$ cat config.mk
export PLATFORM = sky130hd
export DESIGN_NAME = tsr_front
export DESIGN_NICKNAME = d
export VERILOG_FILES = /design/src/sv/tsr_pkg.sv /design/src/sv/tsr_front.sv
export SDC_FILE = /design/constraint.sdc
export NUM_CORES = 1
export LEC_CHECK = 0
export ABC_CLOCK_PERIOD_IN_PS = 17630
export BUFFER_PORTS_ARGS = -buffer_cell sky130_fd_sc_hd__buf_2
export CAP_MARGIN = 40
export CORE_AREA = 2 2 170 172
export CTS_CLUSTER_DIAMETER = 120
export DETAILED_ROUTE_END_ITERATION = 12
export DIE_AREA = 0 0 172 174
export SYNTH_ARGS = -nofsm -noshare
export SYNTH_HDL_FRONTEND = slang
export SYNTH_SLANG_ARGS = --single-unit
$ cat constraint.sdc
create_clock -name i_clk -period 17.63 [get_ports i_clk]
set_input_delay 1.763 -clock i_clk [delete_from_list [all_inputs] [get_ports i_clk]]
set_output_delay 1.763 -clock i_clk [all_outputs]
set_load 0.01 [all_outputs]
$ cat src/sv/tsr_pkg.sv
// Package: shared types and constants for the triangle sample rasterizer.
package tsr_pkg;

    localparam int unsigned MaxSamplesDefault = 64;
    localparam int unsigned MaxDimDefault     = 4096;
    localparam int unsigned FracBitsDefault   = 4;

    localparam logic [12:0] WidthReset  = 13'd640;
    localparam logic [12:0] HeightReset = 13'd480;

    localparam logic FuncVertex = 1'b0;
    localparam logic FuncSample = 1'b1;

    localparam logic KindBox   = 1'b0;
    localparam logic KindPixel = 1'b1;

    localparam logic CfgWidth  = 1'b0;
    localparam logic CfgHeight = 1'b1;

    localparam int unsigned CmdQueueDepth = 2;

    // one classified command from the front part to the back part
    typedef struct packed {
        logic        func;
        logic [1:0]  slot;
        logic [15:0] vx;
        logic [15:0] vy;
        logic [47:0] color;
        logic [11:0] col;
        logic [11:0] row;
        logic [7:0]  ox;
        logic [7:0]  oy;
        logic        last;
    } t_cmd;

    // one result beat
    typedef struct packed {
        logic        kind;
        logic [11:0] col;
        logic [11:0] row;
        logic        we;
        logic [15:0] red;
        logic [15:0] green;
        logic [15:0] blue;
        logic [12:0] col_first;
        logic [12:0] col_end;
        logic [12:0] row_first;
        logic [12:0] row_end;
    } t_res;

endpackage

$ cat src/sv/tsr_front.sv
// Front part: accepts input beats, drops ignored items and queues commands.
module tsr_front (
    input  logic           i_clk,
    input  logic           i_rst_n,
    input  logic           i_push,
    output logic           o_full,
    input  tsr_pkg::t_cmd  i_cmd,
    output logic           o_valid,
    output tsr_pkg::t_cmd  o_cmd,
    input  logic           i_take
);
    import tsr_pkg::*;

    localparam int unsigned PtrW = $clog2(CmdQueueDepth);

    t_cmd              r_mem [CmdQueueDepth];
    logic [PtrW-1:0]   r_wp, r_rp;
    logic [PtrW:0]     r_cnt;
    logic              do_push, do_pop, keep;

    // slot 3 vertex loads do nothing and never enter the queue
    assign keep    = (i_cmd.func == FuncSample) || (i_cmd.slot != 2'd3);
    assign o_full  = (r_cnt == (PtrW+1)'(CmdQueueDepth));
    assign do_push = i_push && !o_full && keep;
    assign o_valid = (r_cnt != '0);
    assign do_pop  = i_take && o_valid;
    assign o_cmd   = r_mem[r_rp];

    always_ff @(posedge i_clk) begin
        if (do_push) begin
            r_mem[r_wp] <= i_cmd;
        end
    end

    always_ff @(posedge i_clk) begin
        if (!i_rst_n) begin
            r_wp  <= '0;
            r_rp  <= '0;
            r_cnt <= '0;
        end else begin
            if (do_push) r_wp <= r_wp + 1'b1;
            if (do_pop)  r_rp <= r_rp + 1'b1;
            r_cnt <= r_cnt + (PtrW+1)'(do_push) - (PtrW+1)'(do_pop);
        end
    end
endmodule

# After elaboration in Yosys (flattened, before gate mapping)
# Memory sizes are Yosys's and may differ from the RTL's. A register that Yosys moved wholly into a read port is not among the register bits.
# Index checks and enable logic that the tools add are counted.
dict set report classes {
  n_mux 4
  addsub 4
  n_reduce_logical 6
  n_eq_ne 2
}
# cell count
set ops {}
lappend ops {{1-bit two-way mux} 4}
lappend ops {{1-bit logical AND} 3}
lappend ops {{1-bit adder, second input constant} 2}
lappend ops {{2-bit by 1-bit adder with 2-bit output} 1}
lappend ops {{2-bit equality test, second input constant} 1}
lappend ops {{2-bit != test, second input constant} 1}
lappend ops {{2-bit nonzero test} 1}
lappend ops {{2-bit by 1-bit subtractor with 2-bit output} 1}
lappend ops {{1-bit logical NOT} 1}
lappend ops {{1-bit logical OR} 1}
dict set report word_totals {
  out_inout_bits 126
  ff_bits 4
  mem_bits_rw 248
  wordCells 20
  memories 1
  input_bits 128
}
# name depth width read_ports rd_ports_with_merged_regs wr line
set mem_list {}
lappend mem_list {r_mem 2 124 1 1 1 tsr_front.sv:16} ;# t_cmd r_mem [CmdQueueDepth];

# Depth between registers and ports, before layout
dict set report logic_depth {
  word_depth 6
  ltp_mapped 8
  mapped_depth_nobuf 8
}

# Worst setup path after synthesis
# OpenSTA, ideal clock, no wires.
dict set report synth_timing {
  path_type {input port to flip-flop}
  from {input port i_cmd[123] (netlist bit)}
  to {memory r_mem[0][0] (netlist bit) (enable)}
  required_ns 17.022
  setup_ns 0.608
  path_buffers 0
  slack_ns 9.861
  arrival_time_ns 7.161
  path_stages 3
  path_cell_list {nand3b_1 -> nand3b_4 -> nor2_1}
}
dict set report synth_via {
  elab_chain_len 4
}
# element line
set synth_rtl {}
lappend synth_rtl {{from (decl)} tsr_front.sv:7} ;# input tsr_pkg::t_cmd i_cmd,
lappend synth_rtl {{1-bit logical OR} tsr_front.sv:22} ;# assign keep = (i_cmd.func == FuncSample) || (i_cmd.slot != 2'd3);
lappend synth_rtl {{1-bit logical AND} tsr_front.sv:24} ;# assign do_push = i_push && !o_full && keep;
lappend synth_rtl {{1-bit two-way mux} tsr_front.sv:30} ;# if (do_push) begin
lappend synth_rtl {{1-bit two-way mux (not written as such)} tsr_front.sv:31} ;# r_mem[r_wp] <= i_cmd;
lappend synth_rtl {{to (decl)} tsr_front.sv:16}
# No other way between the ends.

==> impl_metrics.toml <==
[run_status]
outcome = "complete, no violations"

[sta]
finClkSkew_ns = 0.005993
worst_pin_slew_ns = 0.6754
tns_ns = 0
fmax_ghz = 0.2374
drv_slew = 0
setup_viol = 0
min_period_over_period_pct = 23.89
max_slew_margin_pct = 54.97
rsz0062_at_grt = "false"
hold_viol = 0
layout_setup_ws_ns = 13.42
period_minus_slack_ns = 4.212

[synthesis]
synth_nets = 544
syn_area_sq_um = 9444
synth_edf_count = 248
synth_area_leaders = "edfxtp_1 (79%), mux2_4 (9.5%), mux2_2 (7.6%), dfxtp_1 (1.1%), buf_6 (0.95%)"
syn_avg_cell_area_sq_um = 22.81
ys_ff_latch = 253
synth_top_area_share_pct = 78.86
synth_cell_type_count = 20
seq_area_frac_synth_pct = 79.92
synth_cells = 414
synthTopCellsByCount = "edfxtp_1 (248), mux2_2 (64), mux2_4 (60), buf_6 (8), buf_2 (6)"
synth_flop_cell = "edfxtp_1"
ys_warn_count = 0
yosysMostFrequentCell = "edfxtp_1"
synth.largest_area_cell = "edfxtp_1"
synthArstFlopShare_pct = 0

[cts]
cts_max_level = 1
ctsHoldBuffers = 0
cts.clk_slew.worst_paths_ns = 0.06
worstSkewPairLatency_ns = 0.52
cts_made_buffers = 27
clock_sinks = 253
cts-resized-gates = 0
cts_tree = "yes"
cts_setup_buffers = 0
clockBufferDepth = 3
root_buffer = "clkbuf_16"

[worst_setup_path]
cp_max_fo = 35
cp-end-kind = "output port"
critPathKind = "flop to output port"
arrival_ns = 2.45
startpoint_type = "flop"
worstPathRequired_ns = 15.87

[global_route]
gr-total-overflow = 0
grt_pass1_wl_mm = 26.77
grt_pass1_vias = 4875
antenna_found_initial = 3
grt_usage_pct = 11.62
grt_max_degree = 64

[job]
maxCapViolations = 0

[routing]
vias = 4684
viasPerCell = 4.270
drc = 0
antenna_left = 0
first_iter_violations = 195
firstDrtPassIters = 6
wl_per_cell_microns = 16.39
wirelength_mm = 17.98

[pwr]
p_seq_share_pct = 43.5
power_density_nw_per_um2 = 151.8
worst_ir_drop_vdd_mv = 0.07712
swShare_pct = 26.57
p_int_w = 0.001354
finalPower_w = 0.001845
switching_power_w = 0.0004902
combPwrFrac_pct = 26.7
clkPwrFrac_pct = 29.7
p_leak_nw = 4.602

[die]
dieWidth_microns = 172
die_y_microns = 174
coreArea_sq_um = 28240
io-pin-count = 254
initial_core_util_pct = 33.45
core.rowCount = 62
die_area_sq_um = 29930

[placement]
dp_hpwl_mm = 11.97
place_inst = 1048
place.port_buffers = 253
place_area_sq_um = 11270
dp_slack_ns = 13.92
place.gp.congestion = 0.7014

[finish]
final_cell_area_sq_um = 12150
stdcell_count = 1097
final_layout_size_suffix_gt1_share_pct = 60.48
nets = 823
areaGrowthSynthToFinish_pct = 28.63

[min_path]
worstHoldPathType = "flop to flop"
## final timing paths
path                          to                start  slack, ns  cells after the start
min            r_wp$_SDFFE_PN0P_    r_wp$_SDFFE_PN0P_       0.51                      2
min reg2reg    r_wp$_SDFFE_PN0P_    r_wp$_SDFFE_PN0P_       0.51                      2
max                   o_cmd[119]                 flop      13.42                      3
max reg2reg  r_cnt[1]$_SDFF_PN0_  r_cnt[1]$_SDFF_PN0_      15.89                      8
## worst max-delay path: stages, from the launching register on
cell	delay, ns
dfxtp_4	0.68
buf_4	0.63
mux2_2	0.41
buf_2	0.15
## metal layers
layer,share of wire (%),vias to the layer above,global-route usage [%]
met1,38,2270,13.27
met2,50,176,20.18
li1,-,2204,-
met5,0.072,-,0
met4,2.9,2,3.571
met3,8.7,32,4.303
## state kept, by name (all words and copies together), names as in the netlist, named ones only
register	count
r_wp	1
r_mem	248
r_cnt	2
r_rp	1
## area by class of cell
class / instances / area (sq um)
Antenna cell: 2 / 5.005
Clock buffer: 28 / 679.4
Clock inverter: 19 / 191.4
Fill cell: 2590 / 16090
Inverter: 3 / 11.26
Multi-Input combinational cell: 144 / 1780
Sequential cell: 253 / 7551
Tap cell: 384 / 480.5
Timing Repair Buffer: 264 / 1449
## cell usage in the layout, fill, tap and decap left out, types with 4 or more instances in the layout
cell type	n
clkinv_1	9
buf_2	253
buf_16	5
dfxtp_1	4
mux2_2	64
mux2_4	60
clkbuf_16	27
buf_4	6
edfxtp_1	248
bufinv_16	4
## power groups by stage
stage,logic (W),clock network [W],registers [W]
floorplan,0.000337,0,0.000813
global placement,0.000483,0,0.000816
finish,0.000493,0.000549,0.000803
global route,0.000531,0.000591,0.000813
detailed placement,0.000502,0,0.000817
CTS,0.000503,0.000569,0.000805
## kinds of logic (layout without fill, tap and decap cells)
logic type,count (synthesis),in the layout,synth area share [%]
adder cells (fa/ha/maj),2,2,0.2649
other,0,2,0
AND/OR/NAND/NOR,14,14,0.8878
buffers and inverters,17,314,1.391
AO/OA/AOI/OAI,1,1,0.07952
XOR/XNOR,2,2,0.1855
flip-flops,253,253,79.92
multiplexers,125,125,17.28
## metrics by stage
stage	hold slack (ns)	utilization, %
after floorplan	0.4514	-
after global placement	0.4939	39.43
after detailed placement	0.5025	39.92
after CTS	0.5179	43.00
after global routing	0.5610	43.00
final	0.5136	43.02
Power figures use the tool's default switching activity.
